$ cat src/hw/rtl/i2cseq_pkg.sv
// ----------------------------------------------------------------------------
// I2C transfer event sequencer package
// Shared payload types, operation codes and bit positions of the event and
// error flag fields.
// ----------------------------------------------------------------------------
package i2cseq_pkg;

  localparam int unsigned BufDepthDefault = 256;
  localparam int unsigned LenW            = 9;

  // Operation codes
  localparam logic [1:0] OpWriteBuf = 2'd0;
  localparam logic [1:0] OpReadBuf  = 2'd1;
  localparam logic [1:0] OpStart    = 2'd2;
  localparam logic [1:0] OpEvent    = 2'd3;

  // Bit positions in event_flags
  localparam int unsigned EvStartSent = 0;
  localparam int unsigned EvAddr      = 1;
  localparam int unsigned EvTxEmpty   = 2;
  localparam int unsigned EvRxFull    = 3;
  localparam int unsigned EvStop      = 4;
  localparam int unsigned EvTransmit  = 5;
  localparam int unsigned EvMaster    = 6;

  // Bit positions in error_flags
  localparam int unsigned ErrAckFail = 2;

  typedef struct packed {
    logic [1:0]      operation;
    logic            buffer_select;
    logic [7:0]      index;
    logic [7:0]      value;
    logic            read_not_write;
    logic [6:0]      slave_address;
    logic [LenW-1:0] byte_count;
    logic [6:0]      event_flags;
    logic [3:0]      error_flags;
  } in_t;

  typedef struct packed {
    logic       data_out_valid;
    logic [7:0] data_out;
    logic       ack_enable;
    logic       send_start;
    logic       send_stop;
    logic       tx_done;
    logic       rx_done;
    logic [3:0] error_report;
    logic       address_nack;
    logic       master_active;
  } out_t;

endpackage

$ cat src/hw/rtl/i2cseq_ram.sv
// ----------------------------------------------------------------------------
// Generic synchronous RAM
// One write port and one read port; the read data is registered and holds
// its value while no read is issued.
// ----------------------------------------------------------------------------
module i2cseq_ram #(
  parameter int unsigned Width = 8,
  parameter int unsigned Depth = 256,
  localparam int unsigned AddrW = (Depth > 1) ? $clog2(Depth) : 1
) (
  input  logic             clk_i,
  input  logic             we_i,
  input  logic [AddrW-1:0] waddr_i,
  input  logic [Width-1:0] wdata_i,
  input  logic             re_i,
  input  logic [AddrW-1:0] raddr_i,
  output logic [Width-1:0] rdata_o
);

  logic [Width-1:0] mem_q [Depth];
  logic [Width-1:0] rdata_q;

  always_ff @(posedge clk_i) begin
    if (we_i) begin
      mem_q[waddr_i] <= wdata_i;
    end
    if (re_i) begin
      rdata_q <= mem_q[raddr_i];
    end
  end

  assign rdata_o = rdata_q;

endmodule

$ cat src/hw/rtl/i2c_transfer_event_sequencer_core.sv
// ----------------------------------------------------------------------------
// I2C transfer event sequencer
// Turns bus controller events into data, acknowledge and start/stop requests
// for master and slave transfers, with a master and a slave byte buffer.
// ----------------------------------------------------------------------------
// The block takes one transaction per clock cycle while in_stall_o is low
// and returns one result for each: the transaction passes the buffer RAM
// access with its registered read data, then the result register.
// Sequencing state lives in flip-flops and is updated as each transaction is
// accepted, so a bus event may directly follow a buffer write or another
// event. Buffer contents are not cleared at reset; reading a byte that was
// never written returns an unspecified value. Positions at or above BUF_DEPTH
// read as zero and ignore writes. slave_length is written through cfg_we_i
// and should only change while the block is idle.
// ----------------------------------------------------------------------------
module i2c_transfer_event_sequencer_core #(
  parameter int unsigned BUF_DEPTH = i2cseq_pkg::BufDepthDefault
) (
  input  logic                        clk_i,
  input  logic                        rst_ni,
  input  logic                        in_valid_i,
  output logic                        in_stall_o,
  input  i2cseq_pkg::in_t             in_i,
  output logic                        out_valid_o,
  input  logic                        out_stall_i,
  output i2cseq_pkg::out_t            out_o,
  input  logic                        cfg_we_i,
  input  logic [i2cseq_pkg::LenW-1:0] cfg_wdata_i
);

  localparam int unsigned AddrW = (BUF_DEPTH > 1) ? $clog2(BUF_DEPTH) : 1;
  localparam logic [i2cseq_pkg::LenW-1:0] BufLimit = i2cseq_pkg::LenW'(BUF_DEPTH);

  typedef enum logic [7:0] {
    PhIdle      = 8'b0000_0001,
    PhAddrSent  = 8'b0000_0010,
    PhAddrAcked = 8'b0000_0100,
    PhTxData    = 8'b0000_1000,
    PhTxLast    = 8'b0001_0000,
    PhRxData    = 8'b0010_0000,
    PhRxLast    = 8'b0100_0000,
    PhReleased  = 8'b1000_0000
  } phase_e;

  typedef struct packed {
    i2cseq_pkg::out_t res;
    logic             use_ram;
    logic             rd_sel;
    logic             rd_oob;
  } s1_t;

  // Sequencing state
  logic [i2cseq_pkg::LenW-1:0] pos_q, pos_d;
  logic [i2cseq_pkg::LenW-1:0] mlen_q, mlen_d;
  logic [i2cseq_pkg::LenW-1:0] slen_q;
  logic [6:0]                  tgt_q, tgt_d;
  logic                        dir_q, dir_d;
  logic                        mflag_q, mflag_d;
  logic                        ack_q, ack_d;
  phase_e                      phase_q, phase_d;

  // Pipeline
  logic             s1_valid_q;
  s1_t              s1_q, s1_d;
  logic             out_valid_q;
  i2cseq_pkg::out_t out_q, out_d;
  logic             in_acc;
  logic             s1_adv;

  // Buffer access of the current transaction
  logic                        m_we, s_we, rd_en, rd_sel;
  logic [i2cseq_pkg::LenW-1:0] wpos, rpos;
  logic [7:0]                  wdata;
  logic                        m_we_g, s_we_g, m_re_g, s_re_g;
  logic [7:0]                  m_rdata, s_rdata;
  logic [7:0]                  rd_byte;

  assign s1_adv     = s1_valid_q && (!out_valid_q || !out_stall_i);
  assign in_stall_o = s1_valid_q && !s1_adv;
  assign in_acc     = in_valid_i && !in_stall_o;

  always_comb begin
    pos_d   = pos_q;
    mlen_d  = mlen_q;
    tgt_d   = tgt_q;
    dir_d   = dir_q;
    mflag_d = mflag_q;
    ack_d   = ack_q;
    phase_d = phase_q;
    s1_d    = '0;
    m_we    = 1'b0;
    s_we    = 1'b0;
    rd_en   = 1'b0;
    rd_sel  = in_i.buffer_select;
    wpos    = {1'b0, in_i.index};
    rpos    = {1'b0, in_i.index};
    wdata   = in_i.value;

    unique case (in_i.operation)
      i2cseq_pkg::OpWriteBuf: begin
        m_we = !in_i.buffer_select;
        s_we = in_i.buffer_select;
      end
      i2cseq_pkg::OpReadBuf: begin
        rd_en = 1'b1;
      end
      i2cseq_pkg::OpStart: begin
        dir_d   = in_i.read_not_write;
        tgt_d   = in_i.slave_address;
        pos_d   = '0;
        mlen_d  = in_i.byte_count;
        mflag_d = 1'b1;
        phase_d = PhIdle;
        ack_d   = 1'b1;
        s1_d.res.send_start = 1'b1;
      end
      i2cseq_pkg::OpEvent: begin
        wpos = pos_q;
        rpos = pos_q;
        if (mflag_q) begin
          rd_sel = 1'b0;
          if (in_i.event_flags[i2cseq_pkg::EvStartSent]) begin
            s1_d.res.data_out_valid = 1'b1;
            s1_d.res.data_out       = {tgt_q, dir_q};
            phase_d                 = PhAddrSent;
          end else if (in_i.event_flags[i2cseq_pkg::EvAddr]) begin
            pos_d   = '0;
            phase_d = PhAddrAcked;
          end else if (in_i.event_flags[i2cseq_pkg::EvTransmit]) begin
            if (in_i.event_flags[i2cseq_pkg::EvTxEmpty]) begin
              s1_d.res.data_out_valid = 1'b1;
              rd_en   = 1'b1;
              pos_d   = pos_q + 1'b1;
              phase_d = PhTxData;
              if (pos_d == mlen_q) begin
                s1_d.res.send_stop = 1'b1;
                s1_d.res.tx_done   = 1'b1;
                phase_d            = PhTxLast;
              end
            end
          end else if (in_i.event_flags[i2cseq_pkg::EvRxFull]) begin
            if (pos_q < mlen_q) begin
              m_we    = 1'b1;
              phase_d = PhRxData;
            end
            if (mlen_q != '0 && pos_q == mlen_q - 1'b1) begin
              ack_d              = 1'b0;
              s1_d.res.send_stop = 1'b1;
              s1_d.res.rx_done   = 1'b1;
              phase_d            = PhRxLast;
            end else if (pos_q >= mlen_q) begin
              // Master read is over: hand the bus back and act as a slave.
              mflag_d = 1'b0;
              ack_d   = 1'b1;
              phase_d = PhReleased;
            end
            pos_d = pos_q + 1'b1;
          end
        end else begin
          rd_sel = 1'b1;
          if (in_i.event_flags[i2cseq_pkg::EvAddr]) begin
            ack_d = 1'b1;
            pos_d = '0;
          end else if (in_i.event_flags[i2cseq_pkg::EvRxFull]) begin
            if (pos_q < slen_q) begin
              s_we  = 1'b1;
              pos_d = pos_q + 1'b1;
            end
            ack_d = 1'b1;
          end else if (in_i.event_flags[i2cseq_pkg::EvTxEmpty]) begin
            s1_d.res.data_out_valid = 1'b1;
            // Beyond the configured length the slave sends zeros.
            if (pos_q < slen_q) begin
              rd_en = 1'b1;
              pos_d = pos_q + 1'b1;
            end
          end
        end

        if (in_i.error_flags != '0) begin
          s1_d.res.error_report = in_i.error_flags;
          s1_d.res.address_nack = in_i.error_flags[i2cseq_pkg::ErrAckFail] &&
                                  (phase_d == PhAddrSent);
          if (in_i.event_flags[i2cseq_pkg::EvMaster]) begin
            s1_d.res.send_stop = 1'b1;
          end
        end
        // A detected stop clears the acknowledge enable and the start and stop requests.
        if (in_i.event_flags[i2cseq_pkg::EvStop]) begin
          ack_d               = 1'b0;
          s1_d.res.send_start = 1'b0;
          s1_d.res.send_stop  = 1'b0;
        end
      end
      default: begin
      end
    endcase

    s1_d.res.ack_enable    = ack_d;
    s1_d.res.master_active = mflag_d;
    s1_d.use_ram           = rd_en;
    s1_d.rd_sel            = rd_sel;
    s1_d.rd_oob            = (rpos >= BufLimit);
  end

  assign m_we_g = in_acc && m_we && (wpos < BufLimit);
  assign s_we_g = in_acc && s_we && (wpos < BufLimit);
  assign m_re_g = in_acc && rd_en && !rd_sel;
  assign s_re_g = in_acc && rd_en && rd_sel;

  i2cseq_ram #(
    .Width (8),
    .Depth (BUF_DEPTH)
  ) u_master_ram (
    .clk_i   (clk_i),
    .we_i    (m_we_g),
    .waddr_i (wpos[AddrW-1:0]),
    .wdata_i (wdata),
    .re_i    (m_re_g),
    .raddr_i (rpos[AddrW-1:0]),
    .rdata_o (m_rdata)
  );

  i2cseq_ram #(
    .Width (8),
    .Depth (BUF_DEPTH)
  ) u_slave_ram (
    .clk_i   (clk_i),
    .we_i    (s_we_g),
    .waddr_i (wpos[AddrW-1:0]),
    .wdata_i (wdata),
    .re_i    (s_re_g),
    .raddr_i (rpos[AddrW-1:0]),
    .rdata_o (s_rdata)
  );

  assign rd_byte = s1_q.rd_oob ? 8'h00 : (s1_q.rd_sel ? s_rdata : m_rdata);

  always_comb begin
    out_d = s1_q.res;
    if (s1_q.use_ram) begin
      out_d.data_out = rd_byte;
    end
  end

  always_ff @(posedge clk_i or negedge rst_ni) begin
    if (!rst_ni) begin
      pos_q       <= '0;
      mlen_q      <= '0;
      slen_q      <= '0;
      tgt_q       <= '0;
      dir_q       <= 1'b0;
      mflag_q     <= 1'b0;
      ack_q       <= 1'b0;
      phase_q     <= PhIdle;
      s1_valid_q  <= 1'b0;
      out_valid_q <= 1'b0;
    end else begin
      if (cfg_we_i) begin
        slen_q <= cfg_wdata_i;
      end
      if (in_acc) begin
        pos_q   <= pos_d;
        mlen_q  <= mlen_d;
        tgt_q   <= tgt_d;
        dir_q   <= dir_d;
        mflag_q <= mflag_d;
        ack_q   <= ack_d;
        phase_q <= phase_d;
      end
      if (in_acc || s1_adv) begin
        s1_valid_q <= in_acc;
      end
      if (s1_adv) begin
        out_valid_q <= 1'b1;
      end else if (!out_stall_i) begin
        out_valid_q <= 1'b0;
      end
    end
  end

  always_ff @(posedge clk_i) begin
    if (in_acc) begin
      s1_q <= s1_d;
    end
    if (s1_adv) begin
      out_q <= out_d;
    end
  end

  assign out_valid_o = out_valid_q;
  assign out_o       = out_q;

endmodule

$ cat config.mk
export PLATFORM = sky130hd
export DESIGN_NAME = i2c_transfer_event_sequencer_core
export DESIGN_NICKNAME = d
export VERILOG_FILES = /design/src/hw/rtl/i2cseq_pkg.sv /design/src/hw/rtl/i2cseq_ram.sv /design/src/hw/rtl/i2c_transfer_event_sequencer_core.sv
export SDC_FILE = /design/constraint.sdc
export NUM_CORES = 2
export LEC_CHECK = 0
export BUFFER_PORTS_ARGS = -buffer_cell sky130_fd_sc_hd__buf_2
export CORE_AREA = 8 8 533 535
export CTS_BUF_LIST = sky130_fd_sc_hd__clkbuf_2
export DETAILED_ROUTE_END_ITERATION = 8
export DIE_AREA = 0 0 541 543
export MAX_ROUTING_LAYER = met4
export PLACE_DENSITY_LB_ADDON = 0.25
export SLEW_MARGIN = 20
export SYNTH_ARGS = -nofsm -noshare
export SYNTH_HDL_FRONTEND = slang
export SYNTH_HIERARCHICAL = 1
export SYNTH_SLANG_ARGS = --single-unit
$ cat constraint.sdc
create_clock -name clk_i -period 4.3 [get_ports clk_i]
set_input_delay 0.215 -clock clk_i [delete_from_list [all_inputs] [get_ports clk_i]]
set_output_delay 0.215 -clock clk_i [all_outputs]
set_load 0.1 [all_outputs]
== Yosys cells after proc, flatten, opt, wreduce, memory -nomap -nowiden ==
Memory sizes are Yosys's and may differ from the RTL's. A register that Yosys moved wholly into a read port is not among the register bits.
Cells that the tools add are included.
Storage, ports and cells
  RAM bits: 4096
  memories: 2
  output and inout bits: 22
  input bits: 61
  word-level logic and storage cells: 181
  bits in registers: 90
Memories
  u_master_ram.mem_q: depth 256, width 8, read ports 1, clocked after memory_dff 1, write ports 1, line i2cseq_ram.sv:20  | logic [Width-1:0] mem_q [Depth];
  u_slave_ram.mem_q: depth 256, width 8, read ports 1, clocked after memory_dff 1, write ports 1, line i2cseq_ram.sv:20
Cells by class
  add/sub/neg operators: 2
  bitwise gates (word level): 4
  $lt $le $gt $ge: 5
  mux-type cells: 92
  reduce and logical (&&, ||, !) cells: 32
  equality and inequality tests: 11
Operators with widths (count)
  $mux 8: 13
  $mux 9: 11
  $mux 1: 54
  $eq 9x9->1: 2
  $lt 9x9->1: 2
  $pmux 9 s2: 1
  $pmux 8 s2: 1
  $ne 5x5->1 const B: 3
  $logic_and 1x1->1: 12
  $pmux 1 s2: 6
  $add 9x1->9 const B: 1
  $ge 9x9->1: 1
  $ge 9x9->1 const B: 1
  $lt 9x9->1 const B: 1
  $mux 3: 3
  $reduce_bool 9->1: 1
  $sub 9x1->9 const B: 1
  $eq 8x2->1 const B: 1
  $logic_not 1->1: 6
  $reduce_and 2->1: 3
  $reduce_and 6->1: 1
  $reduce_or 6->1: 1
  $mux 5: 1
  $reduce_or 5->1: 1
  12 further kinds: 18

== Longest topological paths before layout ==
  depth in word-level cells: 12
  depth in mapped cells: 14
  depth with buffers taken out: 11

== Cells and area by module ==
The synthesis kept the hierarchy.
Modules (own cells, without submodules)
  i2cseq_ram: area each 79636.4 um^2, seq. area each 61739.2 um^2, times used 2, cells an instance 3733
  i2c_transfer_event_sequencer_core: area each 5108.6 um^2, seq. area each 2468.6 um^2, times used 1, cells an instance 478

== Worst setup path after synthesis ==
OpenSTA, ideal clock, no wires.
  kind: register -> register
  start: register pos_q[1] (netlist bit)
  end: memory u_slave_ram.mem_q[234][0], enable pin
  library setup time: 0.370 ns
  cell stages (with the launch flop): 14
  buffers on the path: 3
  period minus slack after synthesis: 3.608 ns
  required time: 3.930 ns
  arrival time: 3.238 ns
  path slack: 0.692 ns
  cell sequence: dfrtp_1 -> ha_1 -> a21o_1 -> a21o_1 -> a21oi_1 -> o21ai_1 -> o211ai_1 -> nand4b_1 -> a2111oi_0 -> clkbuf_1 -> buf_1 -> nand3_1 -> clkbuf_1 -> nor2_1
Between the ends
  cells in the longest elaborated chain, start to end: 10
  elaborated cells between the ends (all ways): 12
  those cells by class: order compare: 2; mux: 8; reduce/logical: 2
RTL lines
  start, declared: line i2c_transfer_event_sequencer_core.sv:53  | logic [i2cseq_pkg::LenW-1:0] pos_q, pos_d;
  start signal, assigned: line i2c_transfer_event_sequencer_core.sv:263  | pos_q <= pos_d;
  $lt 9x9->1: line i2c_transfer_event_sequencer_core.sv:165  | if (pos_q < slen_q) begin
  $mux 1: line i2c_transfer_event_sequencer_core.sv:165
  $mux 1: line i2c_transfer_event_sequencer_core.sv:164  | end else if (in_i.event_flags[i2cseq_pkg::EvRxFull]) begin
  $mux 1: line i2c_transfer_event_sequencer_core.sv:161  | if (in_i.event_flags[i2cseq_pkg::EvAddr]) begin
  $mux 1: line i2c_transfer_event_sequencer_core.sv:120  | if (mflag_q) begin
  $pmux 1 s2: line i2c_transfer_event_sequencer_core.sv:99  | unique case (in_i.operation)
  $logic_and 1x1->1: line i2c_transfer_event_sequencer_core.sv:207  | assign s_we_g = in_acc && s_we && (wpos < BufLimit);
  $logic_and 1x1->1 (*): line i2c_transfer_event_sequencer_core.sv:207
  via s_we_g: line i2c_transfer_event_sequencer_core.sv:74  | logic m_we_g, s_we_g, m_re_g, s_re_g;
  $mux 1 (*): line i2cseq_ram.sv:24  | if (we_i) begin
  $mux 1 (not written as such) (*): line i2cseq_ram.sv:25  | mem_q[waddr_i] <= wdata_i;
  end, declared: line i2cseq_ram.sv:20
Mark *: on every way through the listed nets, which the timed path passes. The rest lies on a longest branch.

== Worst setup path in the final report ==
  start: register pos_q[4] (netlist bit)
  end: memory u_slave_ram.mem_q[141][1], enable pin
The elaborated chain is that of the path after synthesis.

==> summary.txt <==
status = finished clean
Hold WS = 0.2449 ns
Slew Limit Headroom = 0.3105
top post-synthesis cells by area = edfxtp_1 76%, mux4_2 12%, mux2i_1 1.7%
crit path capture type = register
fin area = 0.1866 mm^2
core footprint = 0.2753 mm^2
worst hold path type = input port to register
Final ANT Viol Nets = 0
Worst Setup Start Kind = register
Logic pwr share = 0.078
skew final = 0.1903 ns
Starting Density = 0.5971
clock share of power = 0.327
Pins Over Slew Limit = 0
FF+latch area = 0.1259 mm^2
Filler Cell Count = 17510
Max clock buf depth = 4
first-pass GRT wire length = 607400 um
WP data required = 6.13 ns
fin crit share = 0.9897
RSZ-0062 raised after global routing = no
Seq/Total Area, Yosys = 0.7662
# H-tree levels = 6
leak pwr = 61.71 nW
# placed instances = 12128
most frequent CP cell = buf_4
Synth Flop Type = edfxtp_1
Post-DP Area = 0.1750 mm^2
Worst Max-Slew Pin Slew = 1.034 ns
GRT Total Usage = 0.2874
filler-free cell count of the finished design = 14111
Mapped Nets = 8029
Syn Area/Cell = 20.69 um^2
CTS tree = done
clock latency on the worst-skew pair = 2.28 ns
DRC = 0
Sequential Power Share = 0.595
multi-input logic area = 0.03548 mm^2
Buf/Inv on CP = 3
Num Clock Sinks = 4202
slowest CP cell = dfrtp_1
Worst path max stage delay = 0.65 ns
DIE WIDTH = 541 um
Sw Share = 0.2517
share of the synthesized area in the top cell type = 0.7590
commonest non-fill, non-tap cell in the layout = edfxtp_1
drt total wl = 414500 um
row count = 193
max cap viols = 0
Peak VDD IR = 0.2689 mV
Mapped Area = 0.1644 mm^2
Fmax = 235.0 MHz
power density over the cells = 406.5 mW/mm^2
Final nets = 9836
Setup Crit Path Kind = register to register
Synth area leader = edfxtp_1
synth warn = 6
share of layout cells above drive strength 1 = 0.3391
CTS buffer count = 961
most frequent cells in the layout = 4155 x edfxtp_1, 1389 x clkbuf_2, 908 x buf_4, 908 x mux4_2, 574 x nor2_1
crit path time final = 4.256 ns
drt pass-1 iters = 6
post-synthesis async set-or-reset flop share = 0.01119
initial antenna violation count = 15
I/O Buffers = 82
Net Switching = 19.10 mW
critical path peak fanout = 19
#FFs+latches synth = 4202
Final Hold Viols = 0
gr ovfl total = 0
dpl hpwl = 255900 um
Avg WL per Cell = 29.37 um
Die Span Y = 543 um
CP delay by family, top = compound AO/OA/AOI/OAI gates
CP Cell Sequence = ha_1 -> a21o_1 -> a211oi_1 -> o21ai_1 -> o211ai_1 -> nand4b_1 -> a2111oi_4 -> buf_6 -> nand4_1 -> buf_4 -> nor2_1 -> buf_4
Root Buffer = clkbuf_2
clock slew at reported path FFs = 0.11 ns
Yosys cell types = 89
overall die area = 0.2938 mm^2
cell count after synthesis = 7944
DR vias/cell = 6.411
Setup Viol. Count Final = 0
Iteration-0 DRC Markers = 12568
pin count of the biggest net entering global routing = 147
Vias = 90470
vias in the first global route = 90860
Post-synth EDFFs = 4155
Layout area overhead = 13.54%
Power Internal = 56.77 mW
GPL Wtd Cong = 0.9165
# IOs = 83
Worst Path Arrival = 6.09 ns
## per-stage QoR
| stage | setup TNS (ns) | utilization | power [mW] | setup WS, ns |
|---|---|---|---|---|
| after CTS | 0 | 0.6774 | 76.29 | 0.05054 |
| after floorplan | 0 | - | 49.28 | 0.6916 |
| after global placement | -1.702 | 0.6356 | 51.50 | -0.4945 |
| final | 0 | 0.6780 | 75.86 | 0.04421 |
| after detailed placement | -1.753 | 0.6356 | 51.61 | -0.4934 |
| after global routing | 0 | 0.6779 | 78.64 | 0.003437 |
## logic make-up (layout without fill, tap and decap cells)
| kind of cell | Yosys count | in the layout | synth area share |
|---|---|---|---|
| AOI/OAI and AO/OA | 883 | 883 | 0.03781 |
| DFF | 4202 | 4202 | 0.7662 |
| adders and majority gates | 24 | 24 | 0.001827 |
| xor gates and xnor gates | 15 | 15 | 0.0008449 |
| other | 0 | 12 | 0 |
| and+or+nand+nor | 1068 | 1068 | 0.03002 |
| buffers and inverters | 534 | 3082 | 0.01942 |
| muxes | 1218 | 1218 | 0.1439 |
## metal layers
| layer | track usage | vias up | part of all wire |
|---|---|---|---|
| li1 | - | 37475 | - |
| met1 | 0.4072 | 46296 | 0.38 |
| met2 | 0.4332 | 6003 | 0.47 |
| met3 | 0.05962 | 696 | 0.12 |
| met4 | 0.08093 | 0 | 0.026 |
| met5 | - | - | 0 |
## registers in the layout, summed over array words and instances, names as in the netlist, 7 cells and up
register	count
u_master_ram/rdata_o	8
u_slave_ram/mem_q	2048
u_slave_ram/rdata_o	8
u_master_ram/mem_q	2048
pos_q	9
out_d	12
tgt_q	7
out_o	20
s1_q	11
slen_q	9
mlen_q	9
phase_q	8
## final timing paths
check | from | end | slack [ns] | cells past startpoint
min reg2reg | out_d[5]$_SDFFCE_PN0P_ | out_o[5]$_DFFE_PP_ | 0.37 | 0
max reg2reg | pos_q[4]$_DFFE_PN0P_ | u_slave_ram/mem_q[141][1]$_DFFE_PP_ | 0.04 | 12
min in group asynchronous | rst_ni | slen_q[6]$_DFFE_PN0P_ | 0.80 | 8
max | pos_q[4]$_DFFE_PN0P_ | u_slave_ram/mem_q[141][1]$_DFFE_PP_ | 0.04 | 12
min | in_i[34] | u_master_ram/mem_q[66][6]$_DFFE_PP_ | 0.24 | 5
max in group asynchronous | rst_ni | phase_q[0]$_DFFE_PN1P_ | 3.16 | 8
## power by group through the flow
stage          sequential [mW]  combinational [mW]  clock (mW)
2_1_floorplan             46.1                3.16           0
3_3_place_gp              46.0                5.47           0
3_5_place_dp              46.0                5.56           0
4_1_cts                   45.1                5.83        25.4
5_1_grt                   45.1                6.18        27.3
6_report                  45.1                5.93        24.8
## synth_stat cells, types with 7 or more instances
cell,count
edfxtp_1,4155
nor2b_1,63
buf_8,26
mux4_2,908
o211ai_1,30
inv_1,38
ha_1,24
a211oi_1,33
clkbuf_1,235
a22o_1,20
mux2i_1,277
a22oi_1,269
xnor2_1,7
dfrtp_1,46
buf_2,69
o22ai_1,66
nor4_2,8
buf_12,16
buf_1,46
nand2b_1,24
and2_1,27
a21oi_1,206
nor4_1,58
o22a_1,10
a21o_1,8
o221ai_1,92
nor3_1,52
buf_4,56
nand4_1,24
o21ai_0,48
a221oi_1,26
nand3_1,82
or2_2,9
o32ai_1,8
xor2_1,7
buf_6,45
nor2_1,580
mux2_2,29
nand2_1,104
## worst min-delay path, cell delays in order
cell	delay (ns)
dlygate4sd3_1	0.53
dlygate4sd3_1	0.55
dlygate4sd3_1	0.59
buf_8	0.14
buf_16	0.19
## area by class of cell
class | instances | share of cell area
diodes | 12 | 0.0001609
clock buffers | 1389 | 0.03725
clock inverters | 315 | 0.009446
inverters | 41 | 0.0008246
multi-input cells | 3208 | 0.1901
flip-flops and latches | 4202 | 0.6748
well taps | 3607 | 0.02418
repair buffers | 1337 | 0.06324
## what timing repair did
item                                    CTS  global route
endpoints found under the hold margin  8384             0
hold buffers                            261             0
setup endpoints to repair                 4           727
pin swaps                                 0             2
resized for setup                         4             7
setup buffers                             0             7
Note: power is estimated with default switching activity, not from simulation.
